File: src/rtl/core/sdr_pkg.sv
`default_nettype none
package sdr_pkg;

  // default header length of an executable download
  localparam int unsigned EXE_HEADER_BYTES_DEF = 68;
  localparam logic [6:0]  BIN_HEADER_BYTES     = 7'd12;

  localparam logic [31:0] CRC_POLY       = 32'hEDB8_8320;
  localparam logic [31:0] CRC_INIT       = 32'hFFFF_FFFF;
  localparam logic [31:0] TAG_EXE        = 32'h4558_454D;
  localparam logic [31:0] TAG_BIN        = 32'h4E49_424D;
  localparam logic [31:0] TAG_PAT        = 32'h5441_504D;
  localparam logic [31:0] PATCH_ADDR_RST = 32'h8001_0000;
  localparam logic [7:0]  TIMEOUT_RST    = 8'd60;
  localparam logic [7:0]  TICK_MAX       = 8'd255;

  // configuration register indexes
  localparam int unsigned CFG_IDX_W = 2;
  localparam logic [CFG_IDX_W-1:0] REG_PATCH_ADDRESS = 2'd0;
  localparam logic [CFG_IDX_W-1:0] REG_TIMEOUT_LIMIT = 2'd1;

  typedef enum logic [1:0] {
    KIND_EXE = 2'd0,
    KIND_BIN = 2'd1,
    KIND_PAT = 2'd2
  } kind_t;

  typedef enum logic [1:0] {
    PH_CMD  = 2'd0,
    PH_HDR  = 2'd1,
    PH_DATA = 2'd2
  } phase_t;

  typedef enum logic {
    ITEM_BYTE = 1'b0,
    ITEM_TICK = 1'b1
  } item_kind_t;

  typedef struct packed {
    item_kind_t  kind;
    logic [7:0]  data;
  } item_t;

  typedef struct packed {
    logic        mem_write;
    logic [31:0] mem_address;
    logic [7:0]  mem_data;
    logic        send_ack;
    logic        finished;
    logic [1:0]  load_kind;
    logic        checksum_ok;
    logic        start_execute;
    logic [31:0] entry_address;
    logic        break_on_entry;
  } result_t;

  // replace byte pos of a little-endian word
  function automatic logic [31:0] put_byte(input logic [31:0] word, input logic [1:0] pos,
                                           input logic [7:0] b);
    logic [31:0] w;
    w = word;
    case (pos)
      2'd0:    w[7:0]   = b;
      2'd1:    w[15:8]  = b;
      2'd2:    w[23:16] = b;
      default: w[31:24] = b;
    endcase
    return w;
  endfunction

  // reflected crc-32, one byte
  function automatic logic [31:0] crc_byte(input logic [31:0] crc, input logic [7:0] b);
    logic [31:0] c;
    c = crc ^ {24'd0, b};
    for (int i = 0; i < 8; i++) begin
      c = c[0] ? ((c >> 1) ^ CRC_POLY) : (c >> 1);
    end
    return c;
  endfunction

endpackage
`default_nettype wire

File: src/rtl/core/sdr_front.sv
`default_nettype none
module sdr_front
  import sdr_pkg::*;
(
  input  wire logic  clk,
  input  wire logic  rst_n,
  input  wire logic  in_push,
  input  wire logic  in_command,
  input  wire logic  [7:0] in_rx_byte,
  output logic       in_full,
  output logic       item_valid,
  output item_t      item,
  input  wire logic  item_pop
);

  // two-entry item queue
  item_t      q_r [2];
  logic       wr_r, wr_nxt;
  logic       rd_r, rd_nxt;
  logic [1:0] cnt_r, cnt_nxt;
  logic       do_push, do_pop;
  item_t      in_item;

  assign in_full    = (cnt_r == 2'd2);
  assign item_valid = (cnt_r != 2'd0);
  assign item       = q_r[rd_r];
  assign do_push    = in_push && !in_full;
  assign do_pop     = item_pop && item_valid;

  // classify: tick or received byte
  always_comb begin
    in_item.kind = in_command ? ITEM_TICK : ITEM_BYTE;
    in_item.data = in_rx_byte;
  end

  always_comb begin
    wr_nxt  = do_push ? ~wr_r : wr_r;
    rd_nxt  = do_pop ? ~rd_r : rd_r;
    cnt_nxt = cnt_r + {1'b0, do_push} - {1'b0, do_pop};
  end

  always_ff @(posedge clk) begin
    if (!rst_n) begin
      wr_r  <= 1'b0;
      rd_r  <= 1'b0;
      cnt_r <= 2'd0;
    end else begin
      wr_r  <= wr_nxt;
      rd_r  <= rd_nxt;
      cnt_r <= cnt_nxt;
    end
  end

  always_ff @(posedge clk) begin
    if (do_push) begin
      q_r[wr_r] <= in_item;
    end
  end

endmodule
`default_nettype wire

File: src/rtl/core/sdr_engine.sv
`default_nettype none
module sdr_engine
  import sdr_pkg::*;
#(
  parameter int unsigned EXE_HEADER_BYTES = EXE_HEADER_BYTES_DEF
) (
  input  wire logic                 clk,
  input  wire logic                 rst_n,
  input  wire logic                 cfg_valid,
  input  wire logic [CFG_IDX_W-1:0] cfg_index,
  input  wire logic [31:0]          cfg_data,
  input  wire logic                 item_valid,
  input  wire item_t                item,
  output logic                      item_pop,
  input  wire logic                 res_ready,
  output logic                      res_push,
  output result_t                   res
);

  localparam logic [6:0] EXE_LEN = 7'(EXE_HEADER_BYTES);

  logic [31:0] patch_r;
  logic [7:0]  limit_r;

  phase_t      phase_r, phase_nxt;
  kind_t       kind_r, kind_nxt;
  logic [31:0] cmd_r, cmd_nxt;
  logic [6:0]  idx_r, idx_nxt;
  logic [7:0]  tick_r, tick_nxt;
  logic [31:0] wptr_r, wptr_nxt;
  logic [31:0] left_r, left_nxt;
  logic [31:0] exp_r, exp_nxt;
  logic [31:0] pc_r, pc_nxt;
  logic        brk_r, brk_nxt;
  logic [31:0] crc_r, crc_nxt;

  logic        fire;
  logic        res_valid;
  logic        do_finish;
  logic        ok;
  logic [31:0] crc_fin;
  logic [6:0]  idx_inc;
  logic [6:0]  hdr_len;
  logic [7:0]  b;

  assign fire     = item_valid && res_ready;
  assign item_pop = fire;
  assign res_push = fire && res_valid;
  assign b        = item.data;
  assign idx_inc  = idx_r + 7'd1;
  assign hdr_len  = (kind_r == KIND_EXE) ? EXE_LEN : BIN_HEADER_BYTES;

  always_comb begin
    phase_nxt = phase_r;
    kind_nxt  = kind_r;
    cmd_nxt   = cmd_r;
    idx_nxt   = idx_r;
    tick_nxt  = tick_r;
    wptr_nxt  = wptr_r;
    left_nxt  = left_r;
    exp_nxt   = exp_r;
    pc_nxt    = pc_r;
    brk_nxt   = brk_r;
    crc_nxt   = crc_r;
    res       = '0;
    res_valid = 1'b0;
    do_finish = 1'b0;
    crc_fin   = CRC_INIT;
    ok        = 1'b0;

    if (fire) begin
      case (phase_r)
        PH_HDR: begin
          if (item.kind == ITEM_BYTE) begin
            if (kind_r == KIND_EXE) begin
              if (idx_r inside {[7'd0:7'd3]}) pc_nxt = put_byte(pc_r, idx_r[1:0], b);
              else if (idx_r inside {[7'd8:7'd11]})
                wptr_nxt = put_byte(wptr_r, idx_r[1:0], b);
              else if (idx_r inside {[7'd12:7'd15]})
                left_nxt = put_byte(left_r, idx_r[1:0], b);
              else if (idx_r inside {[7'd60:7'd63]})
                exp_nxt = put_byte(exp_r, idx_r[1:0], b);
              else if (idx_r == 7'd64) brk_nxt = b[0];
            end else begin
              if (idx_r inside {[7'd0:7'd3]}) left_nxt = put_byte(left_r, idx_r[1:0], b);
              else if (idx_r inside {[7'd4:7'd7]})
                wptr_nxt = put_byte(wptr_r, idx_r[1:0], b);
              else if (idx_r inside {[7'd8:7'd11]})
                exp_nxt = put_byte(exp_r, idx_r[1:0], b);
            end
            idx_nxt = idx_inc;
            if (idx_inc >= hdr_len) begin
              if (kind_r == KIND_PAT) begin
                wptr_nxt = patch_r;
                pc_nxt   = patch_r;
              end
              // negative size means no payload
              if (left_nxt[31]) left_nxt = 32'd0;
              crc_nxt   = CRC_INIT;
              idx_nxt   = 7'd0;
              phase_nxt = PH_DATA;
              if (left_nxt == 32'd0) begin
                do_finish = 1'b1;
                crc_fin   = CRC_INIT;
              end
            end
          end
        end
        PH_DATA: begin
          if (item.kind == ITEM_BYTE) begin
            res_valid       = 1'b1;
            res.mem_write   = 1'b1;
            res.mem_address = wptr_r;
            res.mem_data    = b;
            crc_nxt         = crc_byte(crc_r, b);
            wptr_nxt        = wptr_r + 32'd1;
            left_nxt        = left_r - 32'd1;
            if (left_nxt == 32'd0) begin
              do_finish = 1'b1;
              crc_fin   = crc_nxt;
            end
          end
        end
        default: begin
          phase_nxt = PH_CMD;
          if (item.kind == ITEM_TICK) begin
            if (tick_r > limit_r) begin
              cmd_nxt  = 32'd0;
              idx_nxt  = 7'd0;
              tick_nxt = 8'd0;
            end
            if (idx_nxt != 7'd0 && tick_nxt != TICK_MAX) tick_nxt = tick_nxt + 8'd1;
          end else begin
            cmd_nxt = put_byte(cmd_r, idx_r[1:0], b);
            idx_nxt = idx_inc;
            if (idx_inc >= 7'd4) begin
              if (cmd_nxt == TAG_EXE || cmd_nxt == TAG_BIN || cmd_nxt == TAG_PAT) begin
                if (cmd_nxt == TAG_EXE) kind_nxt = KIND_EXE;
                else if (cmd_nxt == TAG_BIN) kind_nxt = KIND_BIN;
                else kind_nxt = KIND_PAT;
                phase_nxt    = PH_HDR;
                idx_nxt      = 7'd0;
                tick_nxt     = 8'd0;
                wptr_nxt     = 32'd0;
                left_nxt     = 32'd0;
                exp_nxt      = 32'd0;
                pc_nxt       = 32'd0;
                brk_nxt      = 1'b0;
                res_valid    = 1'b1;
                res.send_ack = 1'b1;
              end else begin
                cmd_nxt  = 32'd0;
                idx_nxt  = 7'd0;
                tick_nxt = 8'd0;
              end
            end
          end
        end
      endcase

      if (do_finish) begin
        ok                 = ((crc_fin ^ CRC_INIT) == exp_nxt);
        res_valid          = 1'b1;
        res.finished       = 1'b1;
        res.checksum_ok    = ok;
        res.start_execute  = ok && (kind_r != KIND_BIN);
        res.entry_address  = (kind_r == KIND_BIN) ? 32'd0 : pc_nxt;
        res.break_on_entry = (kind_r == KIND_EXE) ? brk_nxt : 1'b0;
        phase_nxt          = PH_CMD;
        cmd_nxt            = 32'd0;
        idx_nxt            = 7'd0;
        tick_nxt           = 8'd0;
      end
    end
    res.load_kind = kind_nxt;
  end

  always_ff @(posedge clk) begin
    if (!rst_n) begin
      patch_r <= PATCH_ADDR_RST;
      limit_r <= TIMEOUT_RST;
    end else if (cfg_valid) begin
      if (cfg_index == REG_PATCH_ADDRESS) patch_r <= cfg_data;
      else if (cfg_index == REG_TIMEOUT_LIMIT) limit_r <= cfg_data[7:0];
    end
  end

  always_ff @(posedge clk) begin
    if (!rst_n) begin
      phase_r <= PH_CMD;
      kind_r  <= KIND_EXE;
      cmd_r   <= 32'd0;
      idx_r   <= 7'd0;
      tick_r  <= 8'd0;
      wptr_r  <= 32'd0;
      left_r  <= 32'd0;
      exp_r   <= 32'd0;
      pc_r    <= 32'd0;
      brk_r   <= 1'b0;
      crc_r   <= CRC_INIT;
    end else begin
      phase_r <= phase_nxt;
      kind_r  <= kind_nxt;
      cmd_r   <= cmd_nxt;
      idx_r   <= idx_nxt;
      tick_r  <= tick_nxt;
      wptr_r  <= wptr_nxt;
      left_r  <= left_nxt;
      exp_r   <= exp_nxt;
      pc_r    <= pc_nxt;
      brk_r   <= brk_nxt;
      crc_r   <= crc_nxt;
    end
  end

  // payload phase always has bytes still to come
  a_data_left: assert property (@(posedge clk) disable iff (!rst_n)
    (phase_r == PH_DATA) |-> (left_r != 32'd0))
    else $error("payload phase with no bytes left");

  // command gathering never holds four bytes
  a_cmd_idx: assert property (@(posedge clk) disable iff (!rst_n)
    (phase_r == PH_CMD) |-> (idx_r < 7'd4))
    else $error("command index out of range");

  // memory writes come only from the payload phase
  a_write_phase: assert property (@(posedge clk) disable iff (!rst_n)
    (res_push && res.mem_write) |-> (phase_r == PH_DATA))
    else $error("memory write outside payload phase");

  // a finished download returns to command gathering
  a_finish_restart: assert property (@(posedge clk) disable iff (!rst_n)
    (res_push && res.finished) |=> (phase_r == PH_CMD && idx_r == 7'd0 && cmd_r == 32'd0))
    else $error("no restart after finish");

endmodule
`default_nettype wire

File: src/rtl/core/sdr_out_queue.sv
`default_nettype none
module sdr_out_queue
  import sdr_pkg::*;
(
  input  wire logic    clk,
  input  wire logic    rst_n,
  input  wire logic    res_push,
  input  wire result_t res,
  output logic         res_ready,
  output logic         out_empty,
  input  wire logic    out_pop,
  output result_t      head
);

  // two-entry result queue
  result_t    q_r [2];
  logic       wr_r, wr_nxt;
  logic       rd_r, rd_nxt;
  logic [1:0] cnt_r, cnt_nxt;
  logic       do_push, do_pop;

  assign res_ready = (cnt_r != 2'd2);
  assign out_empty = (cnt_r == 2'd0);
  assign head      = q_r[rd_r];
  assign do_push   = res_push && res_ready;
  assign do_pop    = out_pop && !out_empty;

  always_comb begin
    wr_nxt  = do_push ? ~wr_r : wr_r;
    rd_nxt  = do_pop ? ~rd_r : rd_r;
    cnt_nxt = cnt_r + {1'b0, do_push} - {1'b0, do_pop};
  end

  always_ff @(posedge clk) begin
    if (!rst_n) begin
      wr_r  <= 1'b0;
      rd_r  <= 1'b0;
      cnt_r <= 2'd0;
    end else begin
      wr_r  <= wr_nxt;
      rd_r  <= rd_nxt;
      cnt_r <= cnt_nxt;
    end
  end

  always_ff @(posedge clk) begin
    if (do_push) begin
      q_r[wr_r] <= res;
    end
  end

endmodule
`default_nettype wire

File: src/rtl/core/serial_download_receiver_top.sv
// path: an accepted item is held in the front queue, the engine handles it and
//   its result is held in the result queue, whose head drives the out_ ports
// throughput: one item per cycle while the result queue has room, as the engine
//   steps each byte combinationally, including the unrolled byte-wide crc-32 update
// reset: synchronous active-low rst_n empties both queues, returns to command
//   gathering and loads patch_address 0x80010000 and timeout_limit 60
`default_nettype none
module serial_download_receiver_top
  import sdr_pkg::*;
#(
  parameter int unsigned EXE_HEADER_BYTES = EXE_HEADER_BYTES_DEF
) (
  input  wire logic                 clk,
  input  wire logic                 rst_n,
  // item input
  input  wire logic                 push,
  output logic                      full,
  input  wire logic                 in_command,
  input  wire logic [7:0]           in_rx_byte,
  // results
  output logic                      empty,
  input  wire logic                 pop,
  output logic                      out_mem_write,
  output logic [31:0]               out_mem_address,
  output logic [7:0]                out_mem_data,
  output logic                      out_send_ack,
  output logic                      out_finished,
  output logic [1:0]                out_load_kind,
  output logic                      out_checksum_ok,
  output logic                      out_start_execute,
  output logic [31:0]               out_entry_address,
  output logic                      out_break_on_entry,
  // configuration writes
  input  wire logic                 cfg_valid,
  output logic                      cfg_ready,
  input  wire logic [CFG_IDX_W-1:0] cfg_index,
  input  wire logic [31:0]          cfg_data
);

  item_t   item;
  logic    item_valid;
  logic    item_pop;
  logic    res_ready;
  logic    res_push;
  result_t res;
  result_t head;

  // registers take a write in any cycle
  assign cfg_ready = 1'b1;

  // front: accepts items, tags ticks versus bytes, buffers two
  sdr_front u_front (
    .clk        (clk),
    .rst_n      (rst_n),
    .in_push    (push),
    .in_command (in_command),
    .in_rx_byte (in_rx_byte),
    .in_full    (full),
    .item_valid (item_valid),
    .item       (item),
    .item_pop   (item_pop)
  );

  // back: command match, header capture, payload writes and crc
  sdr_engine #(
    .EXE_HEADER_BYTES (EXE_HEADER_BYTES)
  ) u_engine (
    .clk        (clk),
    .rst_n      (rst_n),
    .cfg_valid  (cfg_valid && cfg_ready),
    .cfg_index  (cfg_index),
    .cfg_data   (cfg_data),
    .item_valid (item_valid),
    .item       (item),
    .item_pop   (item_pop),
    .res_ready  (res_ready),
    .res_push   (res_push),
    .res        (res)
  );

  // result queue decouples the engine from the consumer
  sdr_out_queue u_out (
    .clk       (clk),
    .rst_n     (rst_n),
    .res_push  (res_push),
    .res       (res),
    .res_ready (res_ready),
    .out_empty (empty),
    .out_pop   (pop),
    .head      (head)
  );

  assign out_mem_write      = head.mem_write;
  assign out_mem_address    = head.mem_address;
  assign out_mem_data       = head.mem_data;
  assign out_send_ack       = head.send_ack;
  assign out_finished       = head.finished;
  assign out_load_kind      = head.load_kind;
  assign out_checksum_ok    = head.checksum_ok;
  assign out_start_execute  = head.start_execute;
  assign out_entry_address  = head.entry_address;
  assign out_break_on_entry = head.break_on_entry;

endmodule
`default_nettype wire
File: config.mk
export PLATFORM = sky130hd
export DESIGN_NAME = serial_download_receiver_top
export DESIGN_NICKNAME = d
export VERILOG_FILES = /design/src/rtl/core/sdr_pkg.sv /design/src/rtl/core/sdr_front.sv /design/src/rtl/core/sdr_engine.sv /design/src/rtl/core/sdr_out_queue.sv /design/src/rtl/core/serial_download_receiver_top.sv
export SDC_FILE = /design/constraint.sdc
export NUM_CORES = 1
export LEC_CHECK = 0
export BUFFER_PORTS_ARGS = -buffer_cell sky130_fd_sc_hd__buf_2
export CAP_MARGIN = 0
export CORE_MARGIN = 2
export CORE_UTILIZATION = 62
export DETAILED_ROUTE_END_ITERATION = 12
export PLACE_DENSITY_LB_ADDON = 0.3
export SYNTH_ARGS = -nofsm -noshare
export SYNTH_HDL_FRONTEND = slang
export SYNTH_SLANG_ARGS = --single-unit
File: constraint.sdc
create_clock -name clk -period 8.9 [get_ports clk]
set_clock_uncertainty 0.15 [all_clocks]
set_input_delay 0.89 -clock clk [delete_from_list [all_inputs] [get_ports clk]]
set_output_delay 0.89 -clock clk [all_outputs]
set_load 0.005 [all_outputs]
==> summary.txt <==
Final worst path period need: 6.19 ns
Cts hold-fix bufs: 0
Cells taking the most area after synthesis: edfxtp_1, dfxtp_1, nand2_1, o21ai_0, mux2_2
Power per cell area: 221 nW/um2
VDD IR max: 0.225 mV
Placed insts: 3,321
F_max: 162 MHz
Gp weighted congestion: 0.949
Largest net degree at the start of global routing: 145
Outcome: finished clean
Gate Count Post-Synth: 2,847
Initial core utilization: 62.8%
Core Util, Final: 68.7%
Met2 WL: 34,900 um
IO Pins: 131
Num CTS Buffers: 45
Via count: 22,475
DRT iter0 DRCs: 2,604
DRC errors left: 0
Worst setup path category: reg -> reg
Die footprint: 41,900 um2
CP delay by family, top: simple AND/OR/NAND/NOR gates
Yosys cell types: 98
Flop pwr share: 36.8%
Crit path required time: 8.94 ns
Top-area cell type share of the netlist area: 21.4%
Arr. time, crit path: 6.23 ns
Ant diodes: 0
Global-route wire length before repair: 117,000 um
Yosys reg bits: 440
Worst setup SP type: flip-flop
Avg Cell Area, Syn: 8.76 um2
Primary FF master, synth: dfxtp_1
Combinational group share of total power: 29.6%
Reg clk slew, reported paths: 0.07 ns
Slowest CP cell: ha_1
Crit path largest cell delay: 0.92 ns
Worst skew pair latency: 0.58 ns
Max-Cap Viols: 0
Final Cycle Share: 69.5%
Area used by multi-input combinational logic: 13,400 um2
Routed WL: 76,200 um
Post-synth EDFFs: 178
Area growth, synth to finish: 9.35%
Worst Tran Pin Value: 1.17 ns
P_leak: 8.82 nW
CTS tree: done
Clock Path Buffers: 3
Total negative setup slack: 0 ns
Commonest non-fill, non-tap cell in the layout: nand2_1
Mean number of vias per cell: 6.60
Router iterations before antenna repair: 6
Max Used Layer: met4
Clock power frac: 33.6%
Slew Limit Fails: 0
Initial antenna violation count: 0
Yosys warns: 0
CTS sink count: 440
Die Ht: 205 um
RSZ-0062 raised after global routing: false
Rows: 73
Leading area contributor after synthesis: edfxtp_1
Final antenna-violating net count: 0
Root Buffer: clkbuf_16
FF/Latch Area: 10,600 um2
Most frequent cells in the layout: nand2_1, dfxtp_1, o21ai_0, nor2_1, edfxtp_1
Post-CTS sizing: 0
Post-synth ARST share: 0%
Cell Count, Final, Fillers Out: 3,405
R2r setup slk: 2.71 ns
Share of post-route cells with drive strength above 1: 14.2%
Final Hold Vio Count: 0
Wire length on met1: 29,500 um
Grt ovf: 0
Crit-path max FO: 80
CTS H-tree lvls: 2
CP cell instances: ha_1 > and3b_1 > or3_4 > or3_1 > or4_1 > a211oi_1 > a31oi_1 > and3_1 > a221o_1 > inv_1 > and2_4 > buf_4
Post-DP HPWL: 50,000 um
Total setup buffers inserted after CTS: 0
Fillers: 3,162
Path type of the worst min-delay path: reg -> reg
Internal: 3.89 mW
NetSw: 2.13 mW
Number of global-route vias before repair: 20,959
DP Worst Slack: 2.80 ns
Buf+Inv Stages, Crit Path: 2
Post-synthesis sequential area ratio: 42.4%
Crit end category: flip-flop
Sw frac: 35.3%
Average wire per standard cell: 22.4 um
IO Port Bufs: 129
Met3 wire len: 6860 um
Nets: 2,915
Core area: 39,700 um2
Final-report setup violation count: 0
Mapped Area: 24,900 um2
Tot GR Track Use: 35.7%
Max-Slew Margin vs Limit: 21.7%
Die width: 205 um
Post-route setup slack: 2.71 ns
Mapped Nets: 2,919
## per-layer routing
layer	track usage (%)	vias to the layer above
met5	0	-
li1	-	10237
met1	45.7	10705
met2	56.5	1266
met4	22.3	0
met3	5.89	267
## kinds of logic after synthesis
group,synth area share (%)
xor+xnor,4.79
buf+inv,4.18
compound gates,19.6
other cells,0.0150
fa+ha+maj,1.20
mux,5.35
simple gates,22.4
flops,42.4
## cells in the mapped netlist (26+ instances only)
library cell  instances
and3_1               41
nor3_1               51
dfxtp_1             262
a22oi_1             107
nor2_1              201
nand3_1              90
a21oi_1             160
o21ai_0             251
and2_1               77
xnor2_1              75
edfxtp_1            178
a21boi_0             68
clkbuf_1            172
mux2_2               91
nor2b_1              94
nand2_1             381
inv_1                46
xor2_1               29
nor4_1               26
## registers in the layout (all words and copies together), names as in the netlist, 7 cells and up, named ones only
register          flops
u_front.q_r          18
u_engine.left_r      32
u_engine.wptr_r      32
u_engine.cmd_r       32
u_engine.exp_r       32
u_engine.idx_r        7
u_out.q_r           160
u_engine.patch_r     32
u_engine.pc_r        32
u_engine.limit_r      8
u_engine.crc_r       32
u_engine.tick_r       8
## worst reg2reg max path, cell delays in order, from the launching register on
cell and delay (ns):
dfxtp_1 0.48, ha_1 0.92, and3b_1 0.43, or3_4 0.41, or3_1 0.47, or4_1 0.55
a211oi_1 0.22, a31oi_1 0.19, and3_1 0.41, a221o_1 0.45, inv_1 0.10, and2_4 0.13
buf_4 0.82
## power by group through the flow
stage	Sequential [mW]	Clock (mW)	Combinational [mW]
CTS	2.21	2.03	1.73
finish	2.21	2.02	1.78
floorplan	2.19	0	1.27
global route	2.22	2.12	1.88
global placement	2.25	0	1.69
detailed placement	2.26	0	1.72
## metrics by stage
| stage | instance area, um2 | power (mW) | hold WS [ns] |
|---|---|---|---|
| floorplan | 24900 | 3.46 | 0.280 |
| global placement | 25700 | 3.94 | 0.293 |
| detailed placement | 25700 | 3.98 | 0.300 |
| CTS | 27300 | 5.98 | 0.307 |
| global route | 27300 | 6.22 | 0.330 |
| finish | 27300 | 6.02 | 0.307 |
## final cells by class
cell class                      instances  area share, %
Inverter                               47          0.647
Timing Repair Buffer                  160           3.24
Tap cell                              525           2.41
Clock inverter                         28           1.20
Clock buffer                           56           4.58
Multi-Input combinational cell       2149           49.1
Sequential cell                       440           38.8
## worst paths after layout
kind | start | end | cells past startpoint
max | u_engine.idx_r[0] | u_out.q_r[1][42] | 12
min | u_engine.cmd_r[27] | u_engine.cmd_r[27] | 2
max reg2reg | u_engine.idx_r[0] | u_out.q_r[1][42] | 12
min reg2reg | u_engine.cmd_r[27] | u_engine.cmd_r[27] | 2
(Power assumes the default switching activity.)
